--- config.mk ---
export PLATFORM = sky130hd
export DESIGN_NAME = coulomb_field_sum
export DESIGN_NICKNAME = d
export VERILOG_FILES = /design/src/rtl/cfs_pkg.sv /design/src/rtl/coulomb_field_sum.sv /design/src/rtl/cfs_unit.sv
export SDC_FILE = /design/constraint.sdc
export NUM_CORES = 2
export LEC_CHECK = 0
export BUFFER_PORTS_ARGS = -buffer_cell sky130_fd_sc_hd__buf_2
export CORE_AREA = 2 2 437 439
export CTS_BUF_LIST = sky130_fd_sc_hd__clkbuf_4 sky130_fd_sc_hd__clkbuf_8
export DETAILED_ROUTE_END_ITERATION = 12
export DIE_AREA = 0 0 439 441
export GPL_TIMING_DRIVEN = 0
export PLACE_DENSITY = 0.66
export SLEW_MARGIN = 20
export SYNTH_ARGS = -nofsm -noshare
export SYNTH_HDL_FRONTEND = slang
export SYNTH_SLANG_ARGS = --single-unit
--- constraint.sdc ---
create_clock -name clock -period 19 [get_ports clock]
set_input_delay 3.8 -clock clock [delete_from_list [all_inputs] [get_ports clock]]
set_output_delay 3.8 -clock clock [all_outputs]
set_load 0.02 [all_outputs]
--- src/rtl/cfs_pkg.sv ---
// Shared types and constants for the Coulomb field summing block.
// Used by cfs_unit and coulomb_field_sum; no dependencies.
`timescale 1ns / 1ps
package cfs_pkg;

   // width of the shared arithmetic datapath
   localparam int unsigned UNIT_W = 128;
   // top bit of the square root search (operand stays below 2^65)
   localparam int unsigned SQRT_TOP = 64;
   localparam int unsigned CNT_W = $clog2(UNIT_W + 1);

   // configuration register indexes
   localparam logic REG_SCALE   = 1'b0;
   localparam logic REG_MIN_SEP = 1'b1;

   localparam logic [31:0] SCALE_RESET   = 32'd589160;
   localparam logic [30:0] MIN_SEP_RESET = 31'd3277;

   typedef enum logic [1:0] {
      OP_MUL  = 2'd0,
      OP_DIV  = 2'd1,
      OP_SQRT = 2'd2
   } op_type;

   typedef struct packed {
      logic   start;
      op_type op;
   } cmd_type;

endpackage

--- src/rtl/coulomb_field_sum.sv ---
// Top level: sums the 2D Coulomb field of a stream of charges at a point.
// Depends on cfs_pkg and cfs_unit.
//
//   channel  dir  payload
//   req_     in   tdata: observer_x, observer_y, source_x, source_y, source_charge;
//                 tuser: skip_source; tlast: last_source
//   rsp_     out  tdata: field_x, field_y; tuser: saturated
//   csr_     in   index 0 coulomb_scale, index 1 min_separation
//
// From accept to accept, a charge runs seven multiplies, one root and two
// 128-step divides one after another on the shared unit in cfs_unit, each
// with a start, finish and hand-off.
// A skipped item goes from idle to ST_FIN and back. req_tready is high only while idle.
// A finished result waits in the output register; a later last item stalls
// until it is taken. Reset is synchronous and needs no clearing pass.
`timescale 1ns / 1ps
module coulomb_field_sum #(
   parameter int unsigned FRAC_BITS = 16
) (
   input  logic         clock,
   input  logic         reset,
   input  logic         req_tvalid,
   output logic         req_tready,
   input  logic [159:0] req_tdata,  // observer_x, observer_y, source_x, source_y, source_charge
   input  logic         req_tuser,  // skip_source
   input  logic         req_tlast,  // last_source
   output logic         rsp_tvalid,
   input  logic         rsp_tready,
   output logic [95:0]  rsp_tdata,  // field_x, field_y
   output logic         rsp_tuser,  // saturated
   input  logic         csr_we,
   input  logic         csr_addr,
   input  logic [31:0]  csr_wdata
);
   localparam int unsigned W = cfs_pkg::UNIT_W;

   typedef enum logic [11:0] {
      ST_IDLE = 12'b000000000001,
      ST_SQX  = 12'b000000000010,
      ST_SQY  = 12'b000000000100,
      ST_ROOT = 12'b000000001000,
      ST_D2   = 12'b000000010000,
      ST_D3   = 12'b000000100000,
      ST_COEF = 12'b000001000000,
      ST_NUMX = 12'b000010000000,
      ST_DIVX = 12'b000100000000,
      ST_NUMY = 12'b001000000000,
      ST_DIVY = 12'b010000000000,
      ST_FIN  = 12'b100000000000
   } state_type;

   state_type state_ff, state_in;
   logic [31:0] scale_ff;
   logic [30:0] min_sep_ff;
   logic [31:0] ax_ff, ay_ff, qmag_ff;
   logic        xneg_ff, yneg_ff, qneg_ff, last_ff, pend_ff, pend_in;
   logic [33:0] dist_ff;
   logic [W-1:0] den_ff;
   logic [63:0] coef_ff;
   logic signed [47:0] sum_x_ff, sum_y_ff;
   logic        clip_ff;
   logic        rsp_valid_ff;
   logic [95:0] rsp_data_ff;
   logic        rsp_sat_ff;

   cfs_pkg::cmd_type cmd;
   logic [W-1:0] opa, opb, opc, res;
   logic         busy, done;

   logic signed [32:0] dx, dy;
   logic signed [31:0] qin;
   logic [30:0] floor_d;
   logic        term_neg, term_clip, sum_clip, out_free;
   logic signed [47:0] term, new_sum, cur_sum;
   logic signed [48:0] wide_sum;

   cfs_unit u_unit (
      .clock(clock), .reset(reset), .cmd(cmd), .opa(opa), .opb(opb), .opc(opc),
      .busy(busy), .done(done), .res(res)
   );

   // offsets of the incoming item
   always_comb begin
      dx  = 33'(signed'(req_tdata[31:0])) - 33'(signed'(req_tdata[95:64]));
      dy  = 33'(signed'(req_tdata[63:32])) - 33'(signed'(req_tdata[127:96]));
      qin = signed'(req_tdata[159:128]);
      floor_d = (min_sep_ff == '0) ? 31'd1 : min_sep_ff;
   end

   // pick unit operands by step
   always_comb begin
      opa = '0; opb = '0; opc = '0;
      cmd.op = cfs_pkg::OP_MUL;
      unique case (state_ff)
         ST_SQX:  begin opa = W'(ax_ff); opb = W'(ax_ff); end
         ST_SQY:  begin opa = W'(ay_ff); opb = W'(ay_ff); opc = res; end
         ST_ROOT: begin cmd.op = cfs_pkg::OP_SQRT; opa = res; end
         ST_D2:   begin opa = W'(dist_ff); opb = W'(dist_ff); end
         ST_D3:   begin opa = res; opb = W'(dist_ff); end
         ST_COEF: begin opa = W'(scale_ff); opb = W'(qmag_ff); end
         ST_NUMX: begin opa = W'(coef_ff); opb = W'(ax_ff); end
         ST_NUMY: begin opa = W'(coef_ff); opb = W'(ay_ff); end
         ST_DIVX, ST_DIVY: begin
            cmd.op = cfs_pkg::OP_DIV;
            opa = res << FRAC_BITS;
            opb = den_ff;
         end
         default: begin
            opa = '0;
         end
      endcase
      cmd.start = !pend_ff && (state_ff != ST_IDLE) && (state_ff != ST_FIN);
   end

   // clip the quotient to 48 bits and add it with saturation
   always_comb begin
      term_neg  = (state_ff == ST_DIVX) ? (xneg_ff != qneg_ff) : (yneg_ff != qneg_ff);
      term_clip = (res[W-1:48] != '0) ||
                  (term_neg ? (res[47] && res[46:0] != '0) : res[47]);
      if (term_clip) begin
         term = term_neg ? 48'sh800000000000 : 48'sh7FFFFFFFFFFF;
      end else begin
         term = term_neg ? -signed'(res[47:0]) : signed'(res[47:0]);
      end
      cur_sum  = (state_ff == ST_DIVX) ? sum_x_ff : sum_y_ff;
      wide_sum = 49'(cur_sum) + 49'(term);
      sum_clip = (wide_sum[48] != wide_sum[47]);
      if (sum_clip) begin
         new_sum = wide_sum[48] ? 48'sh800000000000 : 48'sh7FFFFFFFFFFF;
      end else begin
         new_sum = wide_sum[47:0];
      end
      out_free = !rsp_valid_ff || rsp_tready;
   end

   // step sequencer
   always_comb begin
      state_in = state_ff;
      pend_in  = pend_ff;
      if (cmd.start) pend_in = 1'b1;
      if (done) pend_in = 1'b0;
      unique case (state_ff)
         ST_IDLE: if (req_tvalid) state_in = req_tuser ? ST_FIN : ST_SQX;
         ST_SQX:  if (done) state_in = ST_SQY;
         ST_SQY:  if (done) state_in = ST_ROOT;
         ST_ROOT: if (done) state_in = ST_D2;
         ST_D2:   if (done) state_in = ST_D3;
         ST_D3:   if (done) state_in = ST_COEF;
         ST_COEF: if (done) state_in = ST_NUMX;
         ST_NUMX: if (done) state_in = ST_DIVX;
         ST_DIVX: if (done) state_in = ST_NUMY;
         ST_NUMY: if (done) state_in = ST_DIVY;
         ST_DIVY: if (done) state_in = ST_FIN;
         ST_FIN:  if (!last_ff || out_free) state_in = ST_IDLE;
         default: state_in = ST_IDLE;
      endcase
   end

   assign req_tready = (state_ff == ST_IDLE);

   always_ff @(posedge clock) begin
      // capture the item
      if (req_tvalid && req_tready) begin
         ax_ff   <= dx[32] ? 32'(-dx) : dx[31:0];
         ay_ff   <= dy[32] ? 32'(-dy) : dy[31:0];
         xneg_ff <= dx[32];
         yneg_ff <= dy[32];
         qneg_ff <= qin[31];
         qmag_ff <= qin[31] ? 32'(-33'(qin)) : unsigned'(qin);
         last_ff <= req_tlast;
      end
      if (done && state_ff == ST_ROOT) begin
         dist_ff <= (res[33:0] < 34'(floor_d)) ? 34'(floor_d) : res[33:0];
      end
      if (done && state_ff == ST_D3) den_ff <= res;
      if (done && state_ff == ST_COEF) coef_ff <= res[63:0];
      if (state_ff == ST_FIN && last_ff && out_free) begin
         rsp_data_ff <= {sum_y_ff, sum_x_ff};
         rsp_sat_ff  <= clip_ff;
      end
      if (reset) begin
         state_ff     <= ST_IDLE;
         pend_ff      <= 1'b0;
         scale_ff     <= cfs_pkg::SCALE_RESET;
         min_sep_ff   <= cfs_pkg::MIN_SEP_RESET;
         sum_x_ff     <= '0;
         sum_y_ff     <= '0;
         clip_ff      <= 1'b0;
         rsp_valid_ff <= 1'b0;
      end else begin
         state_ff <= state_in;
         pend_ff  <= pend_in;
         // write configuration
         if (csr_we) begin
            unique case (csr_addr)
               cfs_pkg::REG_SCALE:   scale_ff   <= csr_wdata;
               cfs_pkg::REG_MIN_SEP: min_sep_ff <= csr_wdata[30:0];
               default: scale_ff <= scale_ff;
            endcase
         end
         // accumulate terms
         if (done && state_ff == ST_DIVX) begin
            sum_x_ff <= new_sum;
            clip_ff  <= clip_ff | term_clip | sum_clip;
         end
         if (done && state_ff == ST_DIVY) begin
            sum_y_ff <= new_sum;
            clip_ff  <= clip_ff | term_clip | sum_clip;
         end
         // hand off result and clear the sums
         if (state_ff == ST_FIN && last_ff && out_free) begin
            rsp_valid_ff <= 1'b1;
            sum_x_ff     <= '0;
            sum_y_ff     <= '0;
            clip_ff      <= 1'b0;
         end else if (rsp_tready) begin
            rsp_valid_ff <= 1'b0;
         end
      end
   end

   assign rsp_tvalid = rsp_valid_ff;
   assign rsp_tdata  = rsp_data_ff;
   assign rsp_tuser  = rsp_sat_ff;

   a_idle_quiet: assert property (@(posedge clock) disable iff (reset)
      (state_ff == ST_IDLE) |-> (!pend_ff && !busy)) else $error("unit busy when idle");
   a_done_owned: assert property (@(posedge clock) disable iff (reset)
      done |-> pend_ff) else $error("unit done without a request");
   a_dist_nonzero: assert property (@(posedge clock) disable iff (reset)
      (state_ff == ST_D2) |-> (dist_ff != '0)) else $error("zero distance");
   a_reset_clear: assert property (@(posedge clock)
      reset |=> (sum_x_ff == '0 && sum_y_ff == '0 && !clip_ff))
      else $error("sums not cleared by reset");

endmodule

--- src/rtl/cfs_unit.sv ---
// Shared iterative arithmetic unit: shift-add multiply, restoring divide,
// digit-by-digit square root, all on one adder. Depends on cfs_pkg.
`timescale 1ns / 1ps
module cfs_unit (
   input  logic                        clock,
   input  logic                        reset,
   input  cfs_pkg::cmd_type            cmd,
   input  logic [cfs_pkg::UNIT_W-1:0]  opa,
   input  logic [cfs_pkg::UNIT_W-1:0]  opb,
   input  logic [cfs_pkg::UNIT_W-1:0]  opc,
   output logic                        busy,
   output logic                        done,
   output logic [cfs_pkg::UNIT_W-1:0]  res
);
   localparam int unsigned W = cfs_pkg::UNIT_W;

   logic [W-1:0] ra_ff, ra_in, rb_ff, rb_in, rc_ff, rc_in, rq_ff, rq_in;
   logic [cfs_pkg::CNT_W-1:0] cnt_ff, cnt_in;
   cfs_pkg::op_type op_ff, op_in;
   logic busy_ff, busy_in, done_ff, done_in;

   logic [W-1:0] shl_rem, x_opd, y_opd;
   logic [W:0]   sum;
   logic         sub, finish;

   // one shared adder, subtract mode for divide and root
   always_comb begin
      shl_rem = {ra_ff[W-2:0], rc_ff[W-1]};
      sub     = (op_ff != cfs_pkg::OP_MUL);
      x_opd   = (op_ff == cfs_pkg::OP_DIV) ? shl_rem : ra_ff;
      y_opd   = (op_ff == cfs_pkg::OP_SQRT) ? (rb_ff | rc_ff) : rb_ff;
      sum     = {1'b0, x_opd} + {1'b0, sub ? ~y_opd : y_opd} + {{W{1'b0}}, sub};
      finish  = (op_ff == cfs_pkg::OP_DIV) ? (cnt_ff == '0) : (rc_ff == '0);
   end

   // sequence one step per cycle
   always_comb begin
      ra_in = ra_ff; rb_in = rb_ff; rc_in = rc_ff; rq_in = rq_ff;
      cnt_in = cnt_ff; op_in = op_ff; busy_in = busy_ff; done_in = 1'b0;
      if (cmd.start) begin
         op_in   = cmd.op;
         busy_in = 1'b1;
         cnt_in  = cfs_pkg::CNT_W'(W);
         rq_in   = '0;
         unique case (cmd.op)
            cfs_pkg::OP_MUL: begin
               ra_in = opc; rb_in = opa; rc_in = opb;
            end
            cfs_pkg::OP_DIV: begin
               ra_in = '0; rb_in = opb; rc_in = opa;
            end
            cfs_pkg::OP_SQRT: begin
               ra_in = opa; rb_in = '0; rc_in = W'(1) << cfs_pkg::SQRT_TOP;
            end
            default: begin
               ra_in = '0; rb_in = '0; rc_in = '0;
            end
         endcase
      end else if (busy_ff) begin
         if (finish) begin
            busy_in = 1'b0;
            done_in = 1'b1;
         end else begin
            unique case (op_ff)
               cfs_pkg::OP_MUL: begin
                  if (rc_ff[0]) ra_in = sum[W-1:0];
                  rb_in = {rb_ff[W-2:0], 1'b0};
                  rc_in = {1'b0, rc_ff[W-1:1]};
               end
               cfs_pkg::OP_DIV: begin
                  ra_in  = sum[W] ? sum[W-1:0] : shl_rem;
                  rq_in  = {rq_ff[W-2:0], sum[W]};
                  rc_in  = {rc_ff[W-2:0], 1'b0};
                  cnt_in = cnt_ff - 1'b1;
               end
               cfs_pkg::OP_SQRT: begin
                  if (sum[W]) begin
                     ra_in = sum[W-1:0];
                     rb_in = {1'b0, rb_ff[W-1:1]} | rc_ff;
                  end else begin
                     rb_in = {1'b0, rb_ff[W-1:1]};
                  end
                  rc_in = {2'b00, rc_ff[W-1:2]};
               end
               default: begin
                  busy_in = 1'b0;
               end
            endcase
         end
      end
   end

   always_ff @(posedge clock) begin
      ra_ff <= ra_in; rb_ff <= rb_in; rc_ff <= rc_in; rq_ff <= rq_in;
      cnt_ff <= cnt_in; op_ff <= op_in;
      if (reset) begin
         busy_ff <= 1'b0;
         done_ff <= 1'b0;
      end else begin
         busy_ff <= busy_in;
         done_ff <= done_in;
      end
   end

   assign busy = busy_ff;
   assign done = done_ff;
   assign res  = (op_ff == cfs_pkg::OP_MUL) ? ra_ff :
                 (op_ff == cfs_pkg::OP_DIV) ? rq_ff : rb_ff;

   a_no_restart: assert property (@(posedge clock) disable iff (reset)
      busy_ff |-> !cmd.start) else $error("unit restarted while busy");
   a_done_ends: assert property (@(posedge clock) disable iff (reset)
      done_ff |-> !busy_ff) else $error("done while still busy");
   a_div_count: assert property (@(posedge clock) disable iff (reset)
      (busy_ff && op_ff == cfs_pkg::OP_DIV && cnt_ff != '0) |=> busy_ff)
      else $error("divide ended early");

endmodule

=== Word level (Yosys, flattened, before mapping) ===
Index checks and enable logic that the tools add are counted.

* $lt $le $gt $ge: 1
* Bitwise logic cells: 8
* Mux-type cells: 65
* Equal/unequal tests: 36
* Reduce and logical (&&, ||, !) cells: 47
* Add/subtract/negate cells: 10

{| class="wikitable"
|+ Operators by type and width
! kind !! count
|-
| $mux 128 || 19
|-
| $pmux 128 s3 || 3
|-
| $pmux 128 s7 || 1
|-
| $pmux 128 s2 || 3
|-
| $pmux 128 s5 || 1
|-
| $mux 48 || 6
|-
| $mux 12 || 13
|-
| $pmux 12 s12 || 1
|-
| $add 128x128->129 || 1
|-
| $add 129x1->129 || 1
|-
| $logic_not 128->1 || 1
|-
| $not 128->128 || 1
|-
| $or 127x128->128 || 1
|-
| $or 128x128->128 || 1
|-
| $neg 32->32 || 3
|-
| $mux 31 || 3
|-
| $reduce_bool 80->1 || 1
|-
| $sub 32x32->33 || 2
|-
| $mux 32 || 2
|-
| $add 48x48->49 || 1
|-
| $neg 48->48 || 1
|-
| $reduce_bool 47->1 || 1
|-
| $lt 34x31->1 || 1
|-
| $logic_not 31->1 || 1
|-
| other kinds (39) || 98
|}

* Output and inout port bits: 99
* Flip-flop bits (word level): 1121
* Input port bits: 200

=== Logic depth before layout (Yosys ltp) ===
* Depth in word-level cells: 13
* Mapped depth: 41
* Gate-level depth less buffers: 27

=== Hierarchy ===
Synthesis repeated with hierarchy kept, for this count alone.

* Cell total of the unflattened synthesis: 9090
* Area total of the unflattened synthesis: 79516.3 um2

{| class="wikitable"
|+ By module, submodules not included
! module !! sequential area each (um2) !! times used !! area an instance (um2) !! cells each
|-
| cfs_unit || 14353.8 || 1 || 43820.8 || 5403
|-
| coulomb_field_sum || 16185.5 || 1 || 35695.5 || 3687
|}

=== Worst setup path before layout ===
No wires, ideal clock.

* Kind: register to register
* From: register u_unit.op_ff[1]
* To: register u_unit.ra_ff[0] (enable)
* Arrival: 17.245 ns
* Required time: 18.189 ns
* Clock period less this slack: 18.055 ns
* Slack: 0.945 ns
* Stages on the path, launching flop included: 15
* Setup time: 0.811 ns
* Cell sequence: edfxtp_1 -> inv_1 -> ha_1 -> buf_6 -> buf_6 -> buf_6 -> buf_6 -> buf_6 -> buf_4 -> buf_1 -> inv_1 -> a31oi_1 -> a21oi_1 -> nor2_1 -> a21boi_0

* Cells in the longest elaborated chain, start to end: 8
* Elaborated cells on any way between the ends: 16
* Those cells by class: add/sub: 2; eq/ne: 5; mux: 4; bitwise: 1; reduce/logical: 4

{| class="wikitable"
|+ RTL lines
! item !! RTL line !! source
|-
| start: declaration || cfs_unit.sv:19 || <nowiki>cfs_pkg::op_type op_ff, op_in;</nowiki>
|-
| start signal: assignment || cfs_unit.sv:95 || <nowiki>cnt_ff <= cnt_in; op_ff <= op_in;</nowiki>
|-
| $eq 2x2->1 || cfs_unit.sv:31, cfs_unit.sv:64 ||
|-
| $mux 128 || cfs_unit.sv:31 || <nowiki>y_opd = (op_ff == cfs_pkg::OP_SQRT) ? (rb_ff | rc_ff) : rb_ff;</nowiki>
|-
| $not 128->128 || cfs_unit.sv:32 || <nowiki>sum = {1'b0, x_opd} + {1'b0, sub ? ~y_opd : y_opd} + {{W{1'b0}}, sub};</nowiki>
|-
| $mux 128 || cfs_unit.sv:32 ||
|-
| $add 128x128->129 || cfs_unit.sv:32 ||
|-
| $add 129x1->129 || cfs_unit.sv:32 ||
|-
| $ne 3x2->1 (no source line) || n/a ||
|-
| $reduce_and 5->1 (no source line) * || n/a ||
|-
| end signal: assignment || cfs_unit.sv:94 || <nowiki>ra_ff <= ra_in; rb_ff <= rb_in; rc_ff <= rc_in; rq_ff <= rq_in;</nowiki>
|-
| end: declaration || cfs_unit.sv:17 || <nowiki>logic [W-1:0] ra_ff, ra_in, rb_ff, rb_in, rc_ff, rc_in, rq_ff, rq_in;</nowiki>
|}

Every way passes the cells marked *; elsewhere a longest branch is shown, timed or not.
A chain may end at the register's enable or synchronous reset.

=== Final worst setup path ===
* From: register u_unit.op_ff[0]
* To: register u_unit.ra_ff[61] (enable)

Same word-level chain as after synthesis.

==> run_results.csv <==
group,metric,value,unit
routing,final_antenna_net_count,0,
global_routing,grt_pass1_wl,533900,um
layout,instances_no_fill,11911,
yosys,synth_area,75310,um^2
global_routing,grt_pass1_vias,73117,
place,dpl_worst_slack,7.229,ns
outcome,outcome,"finished, final reports clean",
clocking,htreeDepth,4,
yosys,yosys_register_bits,1121,
clocking,cts_setup_buffers,0,
timing,setup_slack,6.606,ns
timing,maxSlewViolCount,0,
power_and_ir_drop,p_seq_share,25.7,%
clocking,ctsHoldBuffers,0,
die,dieHeight,441,um
setup_path,critPathSlowestCell,"buf_2",
setup_path,critPathRequiredTime,19.74,ns
global_routing,antenna_found_initial,25,
layout,num-fill-cells,18557,
setup_path,path_buf_inv,23,
layout,multiInputGateArea,41510,um^2
power_and_ir_drop,netSwitchingFraction,52.51,%
die,dieArea,193600,um^2
yosys,yosysWarnings,0,
clocking,post_cts_resized,0,
layout,drive_above_1_share,11.52,%
die,pin_count,299,
yosys,synth.distinct_cells,100,
clocking,clkTransAtPathRegs,0.06,ns
clocking,cts_max_path_buffers,3,
timing,rsz0062_at_grt,"false",
timing,timing.hold.ws,0.4235,ns
power_and_ir_drop,leakage,31.48,nW
clocking,cts_made_buffers,199,
timing,slew_headroom,8.896,%
setup_path,r2r_slack,6.61,ns
routing,via_count,77649,
layout,nets,9694,
global_routing,grt_max_degree,64,
layout,seq_area,30540,um^2
yosys,synth-edff-count,809,
setup_path,critPathMaxFanout,23,
place,placedCellCount,11520,
power_and_ir_drop,p_switching,8.727,mW
job,max_cap_violations,0,
timing,tightest_slew,1.367,ns
timing,fin_crit_sh,65.23,%
yosys,avgSynthCellArea,8.693,um^2
setup_path,crit_path_end_kind,"register",
power_and_ir_drop,power_density,194.1,nW/um^2
yosys,synth_top_cell_by_area,"edfxtp_1",
clocking,cts_tree,"yes",
timing,setup-violations-final,0,
power_and_ir_drop,p_comb_share,59.2,%
clocking,cts.sinks,1121,
clocking,root_buffer,"clkbuf_8",
routing,firstDrtPassIters,13,
place,dp_hpwl,298800,um
setup_path,critPathTopFamily,"buffers and inverters",
layout,syn2layout_area_growth,13.71,%
yosys,netlist.area_leader.share,32.26,%
timing,clock.fmax,80.68,MHz
min_path,hold_class,"register to register",
yosys,synth_area_leaders,"edfxtp_1 32%, dfxtp_1 8.3%, a21oi_1 8.1%, nand2_1 6.0%, ha_1 4.6%",
place,port-buffer-count,297,
setup_path,critPathLaunchType,"register",
yosys,synth_flop_cell,"edfxtp_1",
timing,skew,0.09240,ns
die,std_cell_rows,160,
timing,setup_tns,0,ns
power_and_ir_drop,p_total,16.62,mW
die,start_util,39.81,%
clocking,insertion_delay,1.05,ns
power_and_ir_drop,power.internal,7.894,mW
yosys,synthesis.nets,9146,
routing,drtIter0Drc,11602,
yosys,synthArstFlopShare,0,%
setup_path,crit_top_cell,"buf_6",
timing,hold_violations,0,
yosys,syn_inst,8663,
yosys,ys_seq_area_share,40.55,%
global_routing,grt_usage,38.34,%
setup_path,crit_arrival,13.13,ns
routing,routed_wl,384900,um
power_and_ir_drop,power_frac_clock,15.1,%
die,die_w,439,um
setup_path,crit_type,"register to register",
power_and_ir_drop,ir_drop,0.09459,mV
routing,drc,0,
routing,vias_per_cell,6.519,
routing,routedWlPerCell,32.31,um
setup_path,crit_path_max_incr_delay,0.80,ns
die,coreArea,189200,um^2
place,gp_congestion,1.069,
timing,period_minus_slack,12.39,ns
global_routing,overflow,0,
[power groups by stage]
stage | clock (mW) | combinational (mW) | sequential (mW)
2_1_floorplan | 0 | 5.83 | 3.96
3_3_place_gp | 0 | 9.14 | 4.44
3_5_place_dp | 0 | 9.40 | 4.26
4_1_cts | 2.49 | 9.46 | 4.21
5_1_grt | 2.60 | 10.3 | 4.26
6_report | 2.50 | 9.84 | 4.27
[per-stage QoR]
stage,area (um^2),util [%]
6_report,85630,45.27
5_1_grt,85600,45.25
4_1_cts,85590,45.24
3_5_place_dp,81290,42.97
3_3_place_gp,79940,42.25
2_1_floorplan,75310,-
[cell usage after synthesis (all sizes together), types with 76 or more instances]
master     n
a31oi     79
nand2   1211
nor4      91
a221oi   126
a21oi   1213
xnor2    322
nand4     96
nor2     553
xor2      96
mux2i    172
o211ai    76
a222oi    77
a22oi    190
buf      122
nor3      94
inv      243
ha       279
nand3    122
clkbuf   503
edfxtp   809
dfxtp    312
mux2     184
o22ai    103
a21o     193
o21ai    699
[path summary, 6_finish.rpt]
check,from,endpoint,cells past startpoint
setup / recovery,u_unit.op_ff[0],u_unit.ra_ff[61],35
hold / removal,sum_x_ff[1],rsp_tdata[1],0
setup reg to reg,u_unit.op_ff[0],u_unit.ra_ff[61],35
hold reg to reg,sum_x_ff[1],rsp_tdata[1],0
[per-layer routing]
| metal | global-route usage, % | vias up | share of wire, % |
|---|---|---|---|
| met4 | 29.43 | 24 | 9.1 |
| met3 | 8.988 | 1320 | 11 |
| met1 | 46.54 | 37382 | 37 |
| met5 | 0 | - | 0.051 |
| li1 | - | 33455 | - |
| met2 | 58.86 | 5468 | 43 |
[layout by cell type, fill, tap and decap left out, types with 240 or more instances in the layout]
master    instances
a21oi_1        1211
nand2_1        1210
edfxtp_1        809
o21ai_0         580
nor2_1          548
clkbuf_1        461
buf_2           347
xnor2_1         322
dfxtp_1         312
ha_1            279
inv_1           240
[cell type report]
type,instances,share of cell area (%)
clock buffers,279,4.002
well taps,2511,3.669
repair buffers,347,3.038
inverters,247,1.083
flip-flops and latches,1121,35.66
clock inverters,97,1.013
plain buffers,625,3.014
diodes,14,0.04091
multi-input cells,6670,48.48
[flip-flops by register name (all words and copies together), names as in the netlist, 2 cells and up]
name and cells:
den_ff 128, u_unit.ra_ff 128, u_unit.rb_ff 128, u_unit.rc_ff 128
u_unit.rq_ff 128, rsp_tdata 96, coef_ff 64, sum_x_ff 48
sum_y_ff 48, dist_ff 34, ax_ff 32, ay_ff 32
qmag_ff 32, scale_ff 32, min_sep_ff 31, state_ff 12
u_unit.cnt_ff 8, u_unit.op_ff 2
[cells by family after synthesis]
group	synth area share, %
flops	40.55
mux	5.037
simple gates	14.43
buf+inv	4.576
compound gates	25.79
fa+ha+maj	4.755
xor+xnor	4.861
Power figures use the tool's default switching activity.
